## src/rtl/mpb_pkg.sv

```systemverilog
// ----------------------------------------------------------------------------
// mpb_pkg
// Shared types and constants of the multipart body parser: channel beats,
// controller command and datapath status groups, event codes, characters.
// ----------------------------------------------------------------------------
package mpb_pkg;

  // Boundary table depth and register widths
  localparam int MAX_BOUNDARY = 32;
  localparam int LEN_W        = 6;
  localparam int POS_W        = 6;

  // Input beat opcodes
  localparam logic OP_PARSE = 1'b0;
  localparam logic OP_LOAD  = 1'b1;

  // Event kinds
  localparam logic [2:0] EV_PART_BEGIN = 3'd0;
  localparam logic [2:0] EV_NAME       = 3'd1;
  localparam logic [2:0] EV_VALUE      = 3'd2;
  localparam logic [2:0] EV_HDRS_DONE  = 3'd3;
  localparam logic [2:0] EV_DATA       = 3'd4;
  localparam logic [2:0] EV_PART_END   = 3'd5;
  localparam logic [2:0] EV_BODY_END   = 3'd6;
  localparam logic [2:0] EV_ERROR      = 3'd7;

  // Characters
  localparam logic [7:0] CH_CR       = 8'd13;
  localparam logic [7:0] CH_LF       = 8'd10;
  localparam logic [7:0] CH_HYPHEN   = 8'd45;
  localparam logic [7:0] CH_COLON    = 8'd58;
  localparam logic [7:0] CH_SPACE    = 8'd32;
  localparam logic [7:0] CH_UP_A     = 8'd65;
  localparam logic [7:0] CH_UP_Z     = 8'd90;
  localparam logic [7:0] CH_LO_A     = 8'd97;
  localparam logic [7:0] CH_LO_Z     = 8'd122;
  localparam logic [7:0] CASE_OFFSET = 8'd32;

  // Input and result beats
  typedef struct packed {
    logic       opcode;
    logic [7:0] byte_value;
    logic [4:0] boundary_index;
  } in_item_t;

  typedef struct packed {
    logic [2:0] event_kind;
    logic [7:0] event_byte;
    logic       last_of_run;
  } out_item_t;

  // Counter operations
  typedef enum logic [1:0] {
    CNT_HOLD = 2'd0,
    CNT_CLR  = 2'd1,
    CNT_INC  = 2'd2
  } cnt_op_t;

  // Source of the event byte
  typedef enum logic [2:0] {
    SRC_ZERO  = 3'd0,
    SRC_BYTE  = 3'd1,
    SRC_LOWER = 3'd2,
    SRC_CR    = 3'd3,
    SRC_LF    = 3'd4,
    SRC_TAB   = 3'd5
  } ev_src_t;

  // Controller to datapath
  typedef struct packed {
    logic       sel_in;
    logic       latch;
    logic       tab_wr;
    cnt_op_t    match_op;
    cnt_op_t    rep_op;
    logic       rd_rep;
    logic       emit;
    logic [2:0] ev_kind;
    ev_src_t    ev_src;
    logic       ev_last;
  } cmd_t;

  // Datapath to controller
  typedef struct packed {
    logic out_free;
    logic is_cr;
    logic is_lf;
    logic is_hyphen;
    logic is_colon;
    logic is_space;
    logic is_alpha;
    logic tab_eq;
    logic m_eq_len;
    logic m_eq_len1;
    logic m_gt_len1;
    logic m_ge_len;
    logic m1_eq_len;
    logic m_zero;
    logic rep_last;
  } status_t;

endpackage

```

## src/rtl/mpb_dpath.sv

```systemverilog
// ----------------------------------------------------------------------------
// mpb_dpath
// Parser datapath: boundary length register, boundary table memory with a
// prefetched read port, byte latch, match and replay counters, compares and
// the output register.
// ----------------------------------------------------------------------------
module mpb_dpath #(
  parameter int MAX_BOUNDARY = mpb_pkg::MAX_BOUNDARY
) (
  input  logic                             clk,
  input  logic                             rst_n,
  input  mpb_pkg::in_item_t                in_item,
  input  logic                             cfg_wr_en,
  input  logic [mpb_pkg::LEN_W-1:0]        cfg_wr_data,
  input  mpb_pkg::cmd_t                    cmd,
  output mpb_pkg::status_t                 st,
  output logic                             out_valid,
  input  logic                             out_stall,
  output mpb_pkg::out_item_t               out_item
);

  localparam int AW = (MAX_BOUNDARY > 1) ? $clog2(MAX_BOUNDARY) : 1;
  localparam logic [mpb_pkg::POS_W-1:0] MAX_POS = mpb_pkg::POS_W'(MAX_BOUNDARY);

  logic [mpb_pkg::LEN_W-1:0] len_r;
  logic [mpb_pkg::LEN_W-1:0] len_use;
  logic [7:0]                byte_r;
  logic [7:0]                c;
  logic [7:0]                lc;
  logic                      is_upper;
  logic [mpb_pkg::POS_W-1:0] match_r;
  logic [mpb_pkg::POS_W-1:0] match_nxt;
  logic [mpb_pkg::POS_W-1:0] rep_r;
  logic [mpb_pkg::POS_W-1:0] rep_nxt;
  logic [mpb_pkg::POS_W-1:0] ra_pos;
  logic [AW-1:0]             ra;
  logic [AW-1:0]             wa;
  logic                      ra_ok;
  logic                      wr;
  logic [7:0]                rdata_r;
  logic [7:0]                mem [MAX_BOUNDARY];
  logic                      out_valid_r;
  mpb_pkg::out_item_t        out_item_r;
  mpb_pkg::out_item_t        ev;

  // Hold the boundary length
  always_ff @(posedge clk) begin
    if (!rst_n) begin
      len_r <= mpb_pkg::LEN_W'(1);
    end else if (cfg_wr_en) begin
      len_r <= cfg_wr_data;
    end
  end

  // Clamp the length into 1..MAX_BOUNDARY
  always_comb begin
    if (len_r == '0) begin
      len_use = mpb_pkg::LEN_W'(1);
    end else if (len_r > MAX_POS) begin
      len_use = MAX_POS;
    end else begin
      len_use = len_r;
    end
  end

  // Latch the body byte for steps after the accept cycle
  always_ff @(posedge clk) begin
    if (cmd.latch) begin
      byte_r <= in_item.byte_value;
    end
  end

  assign c        = cmd.sel_in ? in_item.byte_value : byte_r;
  assign is_upper = (c >= mpb_pkg::CH_UP_A) && (c <= mpb_pkg::CH_UP_Z);
  assign lc       = is_upper ? c + mpb_pkg::CASE_OFFSET : c;

  // Advance match and replay counters
  always_comb begin
    case (cmd.match_op)
      mpb_pkg::CNT_CLR: match_nxt = '0;
      mpb_pkg::CNT_INC: match_nxt = match_r + mpb_pkg::POS_W'(1);
      default:          match_nxt = match_r;
    endcase
    case (cmd.rep_op)
      mpb_pkg::CNT_CLR: rep_nxt = '0;
      mpb_pkg::CNT_INC: rep_nxt = rep_r + mpb_pkg::POS_W'(1);
      default:          rep_nxt = rep_r;
    endcase
  end

  always_ff @(posedge clk) begin
    if (!rst_n) begin
      match_r <= '0;
      rep_r   <= '0;
    end else begin
      match_r <= match_nxt;
      rep_r   <= rep_nxt;
    end
  end

  // Prefetch the table entry the next step needs
  assign ra_pos = cmd.rd_rep ? rep_nxt : match_nxt;
  assign ra_ok  = ra_pos < MAX_POS;
  assign ra     = AW'(ra_pos);
  assign wa     = AW'(in_item.boundary_index);
  assign wr     = cmd.tab_wr && ({1'b0, in_item.boundary_index} < MAX_POS);

  // Boundary table, write-first on a same-address read
  always_ff @(posedge clk) begin
    if (wr) begin
      mem[wa] <= in_item.byte_value;
    end
    if (wr && ra_ok && (wa == ra)) begin
      rdata_r <= in_item.byte_value;
    end else if (ra_ok) begin
      rdata_r <= mem[ra];
    end else begin
      rdata_r <= '0;
    end
  end

  // Select the event byte
  always_comb begin
    ev.event_kind  = cmd.ev_kind;
    ev.last_of_run = cmd.ev_last;
    case (cmd.ev_src)
      mpb_pkg::SRC_BYTE:  ev.event_byte = c;
      mpb_pkg::SRC_LOWER: ev.event_byte = lc;
      mpb_pkg::SRC_CR:    ev.event_byte = mpb_pkg::CH_CR;
      mpb_pkg::SRC_LF:    ev.event_byte = mpb_pkg::CH_LF;
      mpb_pkg::SRC_TAB:   ev.event_byte = rdata_r;
      default:            ev.event_byte = '0;
    endcase
  end

  // Hold the result beat until taken
  always_ff @(posedge clk) begin
    if (!rst_n) begin
      out_valid_r <= 1'b0;
    end else if (cmd.emit) begin
      out_valid_r <= 1'b1;
    end else if (!out_stall) begin
      out_valid_r <= 1'b0;
    end
  end

  always_ff @(posedge clk) begin
    if (cmd.emit) begin
      out_item_r <= ev;
    end
  end

  assign out_valid = out_valid_r;
  assign out_item  = out_item_r;

  // Status toward the controller
  always_comb begin
    st.out_free  = !out_valid_r || !out_stall;
    st.is_cr     = (c == mpb_pkg::CH_CR);
    st.is_lf     = (c == mpb_pkg::CH_LF);
    st.is_hyphen = (c == mpb_pkg::CH_HYPHEN);
    st.is_colon  = (c == mpb_pkg::CH_COLON);
    st.is_space  = (c == mpb_pkg::CH_SPACE);
    st.is_alpha  = is_upper || ((c >= mpb_pkg::CH_LO_A) && (c <= mpb_pkg::CH_LO_Z));
    st.tab_eq    = (rdata_r == c);
    st.m_eq_len  = (match_r == len_use);
    st.m_eq_len1 = ({1'b0, match_r} == ({1'b0, len_use} + 7'd1));
    st.m_gt_len1 = ({1'b0, match_r} > ({1'b0, len_use} + 7'd1));
    st.m_ge_len  = (match_r >= len_use);
    st.m1_eq_len = (({1'b0, match_r} + 7'd1) == {1'b0, len_use});
    st.m_zero    = (match_r == '0);
    st.rep_last  = (({1'b0, rep_r} + 7'd1) == {1'b0, match_r});
  end

endmodule

```

## src/rtl/mpb_ctrl.sv

```systemverilog
// ----------------------------------------------------------------------------
// mpb_ctrl
// Parser controller: the parse phase machine, the sticky error flag and the
// sequencer that steps an item, including the replay of a held boundary.
// ----------------------------------------------------------------------------
module mpb_ctrl (
  input  logic             clk,
  input  logic             rst_n,
  input  logic             in_valid,
  input  logic             in_opcode,
  output logic             in_stall,
  input  mpb_pkg::status_t st,
  output mpb_pkg::cmd_t    cmd
);

  typedef enum logic [3:0] {
    C_IDLE    = 4'b0001,
    C_STEP    = 4'b0010,
    C_REP_LF  = 4'b0100,
    C_REP_TAB = 4'b1000
  } ctrl_state_t;

  typedef enum logic [15:0] {
    PH_START             = 16'h0001,
    PH_START_BOUNDARY    = 16'h0002,
    PH_FIELD_START       = 16'h0004,
    PH_FIELD             = 16'h0008,
    PH_HDRS_ALMOST_DONE  = 16'h0010,
    PH_VALUE_START       = 16'h0020,
    PH_VALUE             = 16'h0040,
    PH_VALUE_ALMOST_DONE = 16'h0080,
    PH_DATA_START        = 16'h0100,
    PH_DATA              = 16'h0200,
    PH_ALMOST_BOUNDARY   = 16'h0400,
    PH_DATA_BOUNDARY     = 16'h0800,
    PH_ALMOST_END        = 16'h1000,
    PH_FINAL_HYPHEN      = 16'h2000,
    PH_PART_END          = 16'h4000,
    PH_END               = 16'h8000
  } phase_t;

  ctrl_state_t       state_r;
  ctrl_state_t       state_nxt;
  phase_t            phase_r;
  phase_t            phase_nxt;
  logic              err_r;
  logic              err_nxt;
  logic              go;
  logic              s_emit;
  logic [2:0]        s_kind;
  mpb_pkg::ev_src_t  s_src;
  logic              s_last;
  phase_t            s_phase;
  mpb_pkg::cnt_op_t  s_match;
  logic              s_done;
  logic              s_rep;
  logic              s_bad;

  // Decode one parse step for the current phase and byte
  always_comb begin
    s_emit  = 1'b0;
    s_kind  = mpb_pkg::EV_ERROR;
    s_src   = mpb_pkg::SRC_ZERO;
    s_last  = 1'b1;
    s_phase = phase_r;
    s_match = mpb_pkg::CNT_HOLD;
    s_done  = 1'b1;
    s_rep   = 1'b0;
    s_bad   = 1'b0;
    if (err_r) begin
      s_emit = 1'b1;
    end else begin
      case (phase_r)
        PH_START: begin
          s_phase = PH_START_BOUNDARY;
          s_match = mpb_pkg::CNT_CLR;
          s_done  = 1'b0;
        end
        PH_START_BOUNDARY: begin
          if (st.m_eq_len) begin
            if (!st.is_cr) s_bad = 1'b1;
            else           s_match = mpb_pkg::CNT_INC;
          end else if (st.m_eq_len1) begin
            if (!st.is_lf) begin
              s_bad = 1'b1;
            end else begin
              s_match = mpb_pkg::CNT_CLR;
              s_emit  = 1'b1;
              s_kind  = mpb_pkg::EV_PART_BEGIN;
              s_phase = PH_FIELD_START;
            end
          end else if (st.m_gt_len1 || !st.tab_eq) begin
            s_bad = 1'b1;
          end else begin
            s_match = mpb_pkg::CNT_INC;
          end
        end
        PH_FIELD_START, PH_FIELD: begin
          s_phase = PH_FIELD;
          if (st.is_cr) begin
            s_phase = PH_HDRS_ALMOST_DONE;
          end else if (st.is_hyphen) begin
            s_emit = 1'b1;
            s_kind = mpb_pkg::EV_NAME;
            s_src  = mpb_pkg::SRC_BYTE;
          end else if (st.is_colon) begin
            s_phase = PH_VALUE_START;
          end else if (st.is_alpha) begin
            s_emit = 1'b1;
            s_kind = mpb_pkg::EV_NAME;
            s_src  = mpb_pkg::SRC_LOWER;
          end else begin
            s_bad = 1'b1;
          end
        end
        PH_HDRS_ALMOST_DONE: begin
          if (!st.is_lf) s_bad = 1'b1;
          else           s_phase = PH_DATA_START;
        end
        PH_VALUE_START, PH_VALUE: begin
          // skip leading spaces, then take value bytes
          if (!(st.is_space && (phase_r == PH_VALUE_START))) begin
            if (st.is_cr) begin
              s_phase = PH_VALUE_ALMOST_DONE;
            end else begin
              s_phase = PH_VALUE;
              s_emit  = 1'b1;
              s_kind  = mpb_pkg::EV_VALUE;
              s_src   = mpb_pkg::SRC_BYTE;
            end
          end
        end
        PH_VALUE_ALMOST_DONE: begin
          if (!st.is_lf) s_bad = 1'b1;
          else           s_phase = PH_FIELD_START;
        end
        PH_DATA_START: begin
          s_emit  = 1'b1;
          s_kind  = mpb_pkg::EV_HDRS_DONE;
          s_last  = st.is_cr;
          s_phase = st.is_cr ? PH_ALMOST_BOUNDARY : PH_DATA;
          s_done  = st.is_cr;
        end
        PH_DATA: begin
          if (st.is_cr) begin
            s_phase = PH_ALMOST_BOUNDARY;
          end else begin
            s_emit = 1'b1;
            s_kind = mpb_pkg::EV_DATA;
            s_src  = mpb_pkg::SRC_BYTE;
          end
        end
        PH_ALMOST_BOUNDARY: begin
          if (st.is_lf) begin
            s_phase = PH_DATA_BOUNDARY;
            s_match = mpb_pkg::CNT_CLR;
          end else begin
            // release the held CR, then treat the byte as data unless it is another CR
            s_emit  = 1'b1;
            s_kind  = mpb_pkg::EV_DATA;
            s_src   = mpb_pkg::SRC_CR;
            s_last  = st.is_cr;
            s_phase = st.is_cr ? PH_ALMOST_BOUNDARY : PH_DATA;
            s_done  = st.is_cr;
          end
        end
        PH_DATA_BOUNDARY: begin
          if (st.m_ge_len || !st.tab_eq) begin
            // mismatch: release CR now, LF and table bytes follow
            s_emit = 1'b1;
            s_kind = mpb_pkg::EV_DATA;
            s_src  = mpb_pkg::SRC_CR;
            s_last = 1'b0;
            s_done = 1'b0;
            s_rep  = 1'b1;
          end else begin
            s_match = mpb_pkg::CNT_INC;
            if (st.m1_eq_len) begin
              s_emit  = 1'b1;
              s_kind  = mpb_pkg::EV_PART_END;
              s_phase = PH_ALMOST_END;
            end
          end
        end
        PH_ALMOST_END: begin
          if (st.is_hyphen)  s_phase = PH_FINAL_HYPHEN;
          else if (st.is_cr) s_phase = PH_PART_END;
          else               s_bad = 1'b1;
        end
        PH_FINAL_HYPHEN: begin
          if (st.is_hyphen) begin
            s_emit  = 1'b1;
            s_kind  = mpb_pkg::EV_BODY_END;
            s_phase = PH_END;
          end else begin
            s_bad = 1'b1;
          end
        end
        PH_PART_END: begin
          if (st.is_lf) begin
            s_emit  = 1'b1;
            s_kind  = mpb_pkg::EV_PART_BEGIN;
            s_phase = PH_FIELD_START;
          end else begin
            s_bad = 1'b1;
          end
        end
        default: begin
          s_done = 1'b1;
        end
      endcase
      if (s_bad) begin
        s_emit  = 1'b1;
        s_kind  = mpb_pkg::EV_ERROR;
        s_src   = mpb_pkg::SRC_ZERO;
        s_last  = 1'b1;
        s_done  = 1'b1;
        s_rep   = 1'b0;
        s_match = mpb_pkg::CNT_HOLD;
      end
    end
  end

  // Sequence the item and drive datapath commands
  always_comb begin
    state_nxt    = state_r;
    phase_nxt    = phase_r;
    err_nxt      = err_r;
    go           = 1'b0;
    in_stall     = !((state_r == C_IDLE) && st.out_free);
    cmd.sel_in   = 1'b0;
    cmd.latch    = 1'b0;
    cmd.tab_wr   = 1'b0;
    cmd.match_op = mpb_pkg::CNT_HOLD;
    cmd.rep_op   = mpb_pkg::CNT_HOLD;
    cmd.rd_rep   = 1'b0;
    cmd.emit     = 1'b0;
    cmd.ev_kind  = s_kind;
    cmd.ev_src   = s_src;
    cmd.ev_last  = s_last;

    case (state_r)
      C_IDLE: begin
        cmd.sel_in = 1'b1;
        if (in_valid && !in_stall) begin
          if (in_opcode == mpb_pkg::OP_LOAD) begin
            cmd.tab_wr = 1'b1;
          end else begin
            cmd.latch = 1'b1;
            go        = 1'b1;
          end
        end
      end
      C_STEP: begin
        go = 1'b1;
      end
      C_REP_LF: begin
        cmd.ev_kind = mpb_pkg::EV_DATA;
        cmd.ev_src  = mpb_pkg::SRC_LF;
        cmd.ev_last = st.m_zero && st.is_cr;
        if (st.out_free) begin
          cmd.emit = 1'b1;
          if (st.m_zero) begin
            phase_nxt = st.is_cr ? PH_ALMOST_BOUNDARY : PH_DATA;
            state_nxt = st.is_cr ? C_IDLE : C_STEP;
          end else begin
            cmd.rep_op = mpb_pkg::CNT_CLR;
            state_nxt  = C_REP_TAB;
          end
        end
      end
      C_REP_TAB: begin
        cmd.ev_kind = mpb_pkg::EV_DATA;
        cmd.ev_src  = mpb_pkg::SRC_TAB;
        cmd.ev_last = st.rep_last && st.is_cr;
        if (st.out_free) begin
          cmd.emit   = 1'b1;
          cmd.rep_op = mpb_pkg::CNT_INC;
          if (st.rep_last) begin
            phase_nxt = st.is_cr ? PH_ALMOST_BOUNDARY : PH_DATA;
            state_nxt = st.is_cr ? C_IDLE : C_STEP;
          end
        end
      end
      default: begin
        state_nxt = C_IDLE;
      end
    endcase

    // Commit a parse step once its result beat has room
    if (go && (!s_emit || st.out_free)) begin
      cmd.emit     = s_emit;
      cmd.match_op = s_match;
      phase_nxt    = s_phase;
      if (s_emit && (s_kind == mpb_pkg::EV_ERROR)) begin
        err_nxt = 1'b1;
      end
      if (s_rep)       state_nxt = C_REP_LF;
      else if (s_done) state_nxt = C_IDLE;
      else             state_nxt = C_STEP;
    end

    // Keep the table read on the replay counter while replaying
    cmd.rd_rep = (state_nxt == C_REP_TAB);
  end

  always_ff @(posedge clk) begin
    if (!rst_n) begin
      state_r <= C_IDLE;
      phase_r <= PH_START;
      err_r   <= 1'b0;
    end else begin
      state_r <= state_nxt;
      phase_r <= phase_nxt;
      err_r   <= err_nxt;
    end
  end

  // Checks
  a_err_sticky: assert property (@(posedge clk) disable iff (!rst_n)
    err_r |=> err_r)
    else $error("error flag cleared without reset");

  a_emit_room: assert property (@(posedge clk) disable iff (!rst_n)
    cmd.emit |-> st.out_free)
    else $error("result beat loaded while output register is blocked");

  a_replay_phase: assert property (@(posedge clk) disable iff (!rst_n)
    (state_r == C_REP_LF || state_r == C_REP_TAB) |-> phase_r == PH_DATA_BOUNDARY)
    else $error("boundary replay outside boundary match");

  a_err_last: assert property (@(posedge clk) disable iff (!rst_n)
    (cmd.emit && cmd.ev_kind == mpb_pkg::EV_ERROR) |-> (cmd.ev_last && state_nxt == C_IDLE))
    else $error("error beat is not the final beat of its item");

endmodule

```

## src/rtl/multipart_body_parser.sv

```systemverilog
// ----------------------------------------------------------------------------
// multipart_body_parser
// Byte-serial multipart body parser: opening boundary check, lowercased header
// names, header values, part data pass-through, part and body end detection.
//
// Usage: load the boundary bytes with opcode 1 beats (boundary_index picks the
// table entry), write boundary_length on cfg_wr_en while idle, then stream the
// body as opcode 0 beats. Each body byte gives zero or more result beats; the
// last beat of a byte carries last_of_run. Load beats give no result.
// The first result of a byte is loaded in its accept cycle; the first body byte
// takes an extra step through the start phase. One byte per cycle is accepted
// while out_stall is low and each byte gives at most one result; each extra
// result holds the input side for a further step. A broken-off boundary match
// at position m releases the held CR, LF and m table bytes (read one a cycle
// from the table memory while out_stall is low), then reprocesses the byte as
// data unless it is a CR. The input side frees once the last result is loaded.
// Reset (synchronous) returns to the start phase, clears the error flag and
// sets the length to 1; the table keeps its contents and needs reloading.
// A stall on out_stall holds the result beat and stalls the input channel.
// ----------------------------------------------------------------------------
module multipart_body_parser #(
  parameter int MAX_BOUNDARY = mpb_pkg::MAX_BOUNDARY
) (
  input  logic                      clk,
  input  logic                      rst_n,
  input  logic                      in_valid,
  output logic                      in_stall,
  input  mpb_pkg::in_item_t         in_item,
  output logic                      out_valid,
  input  logic                      out_stall,
  output mpb_pkg::out_item_t        out_item,
  input  logic                      cfg_wr_en,
  input  logic [mpb_pkg::LEN_W-1:0] cfg_wr_data
);

  mpb_pkg::cmd_t    cmd;
  mpb_pkg::status_t st;

  // Phase machine and sequencer
  mpb_ctrl u_ctrl (
    .clk       (clk),
    .rst_n     (rst_n),
    .in_valid  (in_valid),
    .in_opcode (in_item.opcode),
    .in_stall  (in_stall),
    .st        (st),
    .cmd       (cmd)
  );

  // Table, counters, compares and output register
  mpb_dpath #(
    .MAX_BOUNDARY (MAX_BOUNDARY)
  ) u_dpath (
    .clk         (clk),
    .rst_n       (rst_n),
    .in_item     (in_item),
    .cfg_wr_en   (cfg_wr_en),
    .cfg_wr_data (cfg_wr_data),
    .cmd         (cmd),
    .st          (st),
    .out_valid   (out_valid),
    .out_stall   (out_stall),
    .out_item    (out_item)
  );

endmodule
```

## config.mk

```make
export PLATFORM = sky130hd
export DESIGN_NAME = multipart_body_parser
export DESIGN_NICKNAME = d
export VERILOG_FILES = /design/src/rtl/mpb_pkg.sv /design/src/rtl/mpb_dpath.sv /design/src/rtl/mpb_ctrl.sv /design/src/rtl/multipart_body_parser.sv
export SDC_FILE = /design/constraint.sdc
export NUM_CORES = 1
export LEC_CHECK = 0
export ABC_AREA = 1
export BUFFER_PORTS_ARGS = -buffer_cell sky130_fd_sc_hd__buf_4
export CORE_MARGIN = 1
export CORE_UTILIZATION = 57
export CTS_BUF_LIST = sky130_fd_sc_hd__clkbuf_4 sky130_fd_sc_hd__clkbuf_8 sky130_fd_sc_hd__clkbuf_16
export CTS_CLUSTER_SIZE = 28
export DETAILED_ROUTE_END_ITERATION = 12
export GPL_ROUTABILITY_DRIVEN = 1
export PLACE_DENSITY = 0.77
export SLEW_MARGIN = 10
export SYNTH_ARGS = -nofsm -noshare
export SYNTH_HDL_FRONTEND = slang
export SYNTH_SLANG_ARGS = --single-unit
```

## constraint.sdc

```tcl
create_clock -name clk -period 4.9 [get_ports clk]
set_clock_uncertainty 0.1 [all_clocks]
set_input_delay 0.98 -clock clk [delete_from_list [all_inputs] [get_ports clk]]
set_output_delay 0.98 -clock clk [all_outputs]
set_load 0.1 [all_outputs]
```

==> impl_metrics.py <==
metrics = {
    "die": {
        "core_sq_mm": 0.0278,
        "die-area_sq_mm": 0.0289,
        "io-pin-count": 39,
        "die_w_microns": 170,
        "die_h_microns": 170,
        "num_rows": 61,
        "initial_utilization_pct": 57.9,
    },
    "timing": {
        "slew_violations": 0,
        "rsz0062_at_grt": "yes",
        "fin_crit_sh_pct": 99.5,
        "final-setup-viol-count": 0,
        "maxSlewHeadroom_pct": 39.0,
        "worst_pin_slew_ps": 911,
        "fin_hold_ws_ps": 398,
        "fmax_ghz": 0.205,
        "hold_viol_final": 0,
        "period_needed_ps": 4870,
    },
    "logic_synthesis": {
        "synth_ff_type": "edfxtp_1",
        "yosysUniqueCellTypes": 44,
        "syn-cell-area_sq_mm": 0.0161,
        "synth_area_leaders": "edfxtp_1 (52%), nand2_1 (12%), nand3_1 (12%), dfxtp_1 (6.0%), inv_1 (4.1%)",
        "synth_edf_count": 276,
        "post_synth_inst_count": 1796,
        "ys_ff_latch": 324,
        "ys_seq_area_share_pct": 57.5,
        "avgSynthCellArea_sq_um": 8.95,
        "yosysWarnings": 0,
        "synth.most_common_cell": "nand2_1",
        "synth_common_cells": "nand2_1 (497), nand3_1 (371), edfxtp_1 (276)",
        "async_flop_share_pct": 0,
        "syn-num-nets": 1841,
        "synth_top_area_share_pct": 51.6,
        "synth.largest_area_cell": "edfxtp_1",
    },
    "power": {
        "ir_drop_uv": 380,
        "comb_power_share_pct": 14.4,
        "power.internal_w": 0.00483,
        "seqPwrFrac_pct": 46.6,
        "power.leakage_nw": 8.17,
        "p_clk_share_pct": 39.0,
        "power_density_mw_per_mm2": 336,
        "netSwitchingPower_w": 0.00178,
        "switching_share_pct": 26.9,
    },
    "drt": {
        "vias": 14041,
        "firstDrtPassIters": 8,
        "viasPerCell": 5.93,
        "drtIter0Drc": 1733,
        "drt_wl_total_mm": 48.7,
        "drc": 0,
        "ant_nets": 0,
        "post_drt_wl_per_cell_microns": 20.6,
    },
    "setup_path": {
        "critPathArrivalTime_ps": 5210,
        "rr_worst_depth": 38,
        "critPathRequiredTime_ps": 5240,
        "cp-start-kind": "register",
        "slowest_stage": "dfxtp_1",
        "cpPeakStageDelay_ps": 360,
        "cp-end-kind": "register",
        "cp_max_fo": 12,
        "worst-setup-path-type": "register to register",
    },
    "cts": {
        "cts_tree": "yes",
        "cts_root_buf": "clkbuf_16",
        "cts.clk_slew.worst_paths_ps": 60,
        "worstSkewPairLatency_ps": 540,
        "cts.path.max_buffers": 3,
        "cts_sinks": 324,
        "cts_inserted_buffers": 35,
        "htreeDepth": 2,
        "ctsHoldBuffers": 0,
    },
    "cells_and_area": {
        "layout-drive-gt1-share_pct": 19.5,
        "num-fill-cells": 2081,
        "finalInstanceArea_sq_mm": 0.0197,
        "synthToLayoutAreaGrowth_pct": 22.5,
        "num-nets-final": 2012,
        "antenna_cells": 0,
    },
    "min_path": {
        "hp-class": "register to register",
        "hold_depth": 2,
    },
    "grt": {
        "antenna_found_initial": 0,
        "grt_pass1_vias": 13482,
        "grt_pass1_wl_mm": 73.5,
        "track_usage_pct": 33.5,
        "grt_max_degree": 35,
        "grt_overflow_total": 0,
    },
    "run_status": {
        "outcome": "completed",
    },
    "placement": {
        "place_area_sq_mm": 0.0177,
        "hpwlAfterDp_mm": 32.1,
        "port_buffers": 38,
        "gp_congestion": 0.982,
    },
    "flow_run": {
        "drv_cap": 0,
    },
}
what timing repair did:
action / in CTS / in global routing
endpoints found under the setup margin: 8 / 11
buffers inserted: 32 / 6
resized for setup: 42 / 90
pin swaps: 26 / 44
cloned: 5 / 1
hold endpoints to repair: 0 / 0
worst paths after layout:
path                             startpoint                             end  slack (ps)
max           u_dpath.len_r[1]$_SDFFE_PN0P_      u_dpath.rdata_r[0]$_DFF_P_          30
min          u_ctrl.phase_r[0]$_SDFFE_PN1P_  u_ctrl.phase_r[0]$_SDFFE_PN1P_         400
max reg2reg   u_dpath.len_r[1]$_SDFFE_PN0P_      u_dpath.rdata_r[0]$_DFF_P_          30
min reg2reg  u_ctrl.phase_r[0]$_SDFFE_PN1P_  u_ctrl.phase_r[0]$_SDFFE_PN1P_         400
layout by cell type (no fill, tap or decap), types with 5 or more instances in the layout:
cell type	instances
buf_6	14
o211ai_1	10
nand3_2	41
a21oi_1	17
nand4_1	18
xor2_1	8
nor2_1	140
o21ai_0	25
nand3b_1	9
nand2_2	29
o21ai_4	5
buf_12	19
nor2_2	8
nand3_1	329
ha_1	17
clkbuf_4	7
clkinv_1	7
inv_1	170
edfxtp_1	276
nand2_1	477
clkinv_2	6
nor3_1	22
inv_2	8
buf_4	164
clkbuf_16	36
nor2_4	7
o22ai_1	6
o21ai_1	9
dfxtp_1	45
routing by layer:
layer | wire [microns] | up-vias | track usage (%) | part of all wire, %
met5 | 0 | - | 0 | 0
li1 | - | 6423 | - | -
met2 | 22900 | 797 | 53.9 | 47
met3 | 5070 | 136 | 6.26 | 10
met4 | 1790 | 0 | 14.4 | 3.7
met1 | 18900 | 6685 | 44.6 | 39
critical path: cells and delay by family, from the launching register on:
kind / cells / cell delay [ps]
buffers and inverters: 8 / 870
DFF: 1 / 360
and+or+nand+nor: 22 / 1880
AOI/OAI and AO/OA: 4 / 620
adders and majority gates: 3 / 790
xor gates and xnor gates: 1 / 140
kinds of logic (layout without fill, tap and decap cells):
group           after synthesis  count (layout)  share of synthesized area, %
compound gates               92              92                          3.50
xor+xnor                     11              11                         0.599
fa+ha+maj                    20              20                          1.56
buf+inv                     247             442                          6.32
flops                       324             324                          57.5
simple gates               1102            1102                          30.5
metrics by stage:
stage	power (W)	TNS (ps)	worst slack [ps]	util, %	instances
after global routing	0.00683	-1330	-191	70.9	2369
after detailed placement	0.00402	-1670	-241	63.6	2271
after floorplan	0.00372	0	7.57	-	1796
after CTS	0.00657	0	3.89	69.7	2369
after global placement	0.00401	-1180	-190	63.6	2271
final	0.00661	0	26.2	70.9	2369
registers in the layout, summed over array words and instances, names as in the netlist:
name,flops
u_dpath.out_valid,1
u_ctrl.phase_r,16
u_dpath.match_r,6
u_dpath.rep_r,6
u_dpath.rdata_r,8
u_dpath.len_r,6
u_dpath.mem,256
u_dpath.byte_r,8
u_ctrl.err_r,1
u_dpath.out_item,12
u_ctrl.state_r,4
cell type report:
cell class              count  area, sq um  share of cell area (%)
clock buffers              42          928                    4.72
multi-input cells        1225         6310                    32.0
repair buffers            201         1870                    9.50
well taps                 378          473                    2.40
clock inverters            19          178                   0.903
inverters                 180          678                    3.44
flip-flops and latches    324         9250                    47.0
power by group through the flow:
stage / clock network [W] / logic (W) / registers (W)
2_1_floorplan: 0 / 0.000581 / 0.00314
3_3_place_gp: 0 / 0.000871 / 0.00314
3_5_place_dp: 0 / 0.000882 / 0.00314
4_1_cts: 0.00259 / 0.000905 / 0.00308
5_1_grt: 0.00269 / 0.00105 / 0.00309
6_report: 0.00258 / 0.000951 / 0.00308
Note: power is estimated with default switching activity, not from simulation.
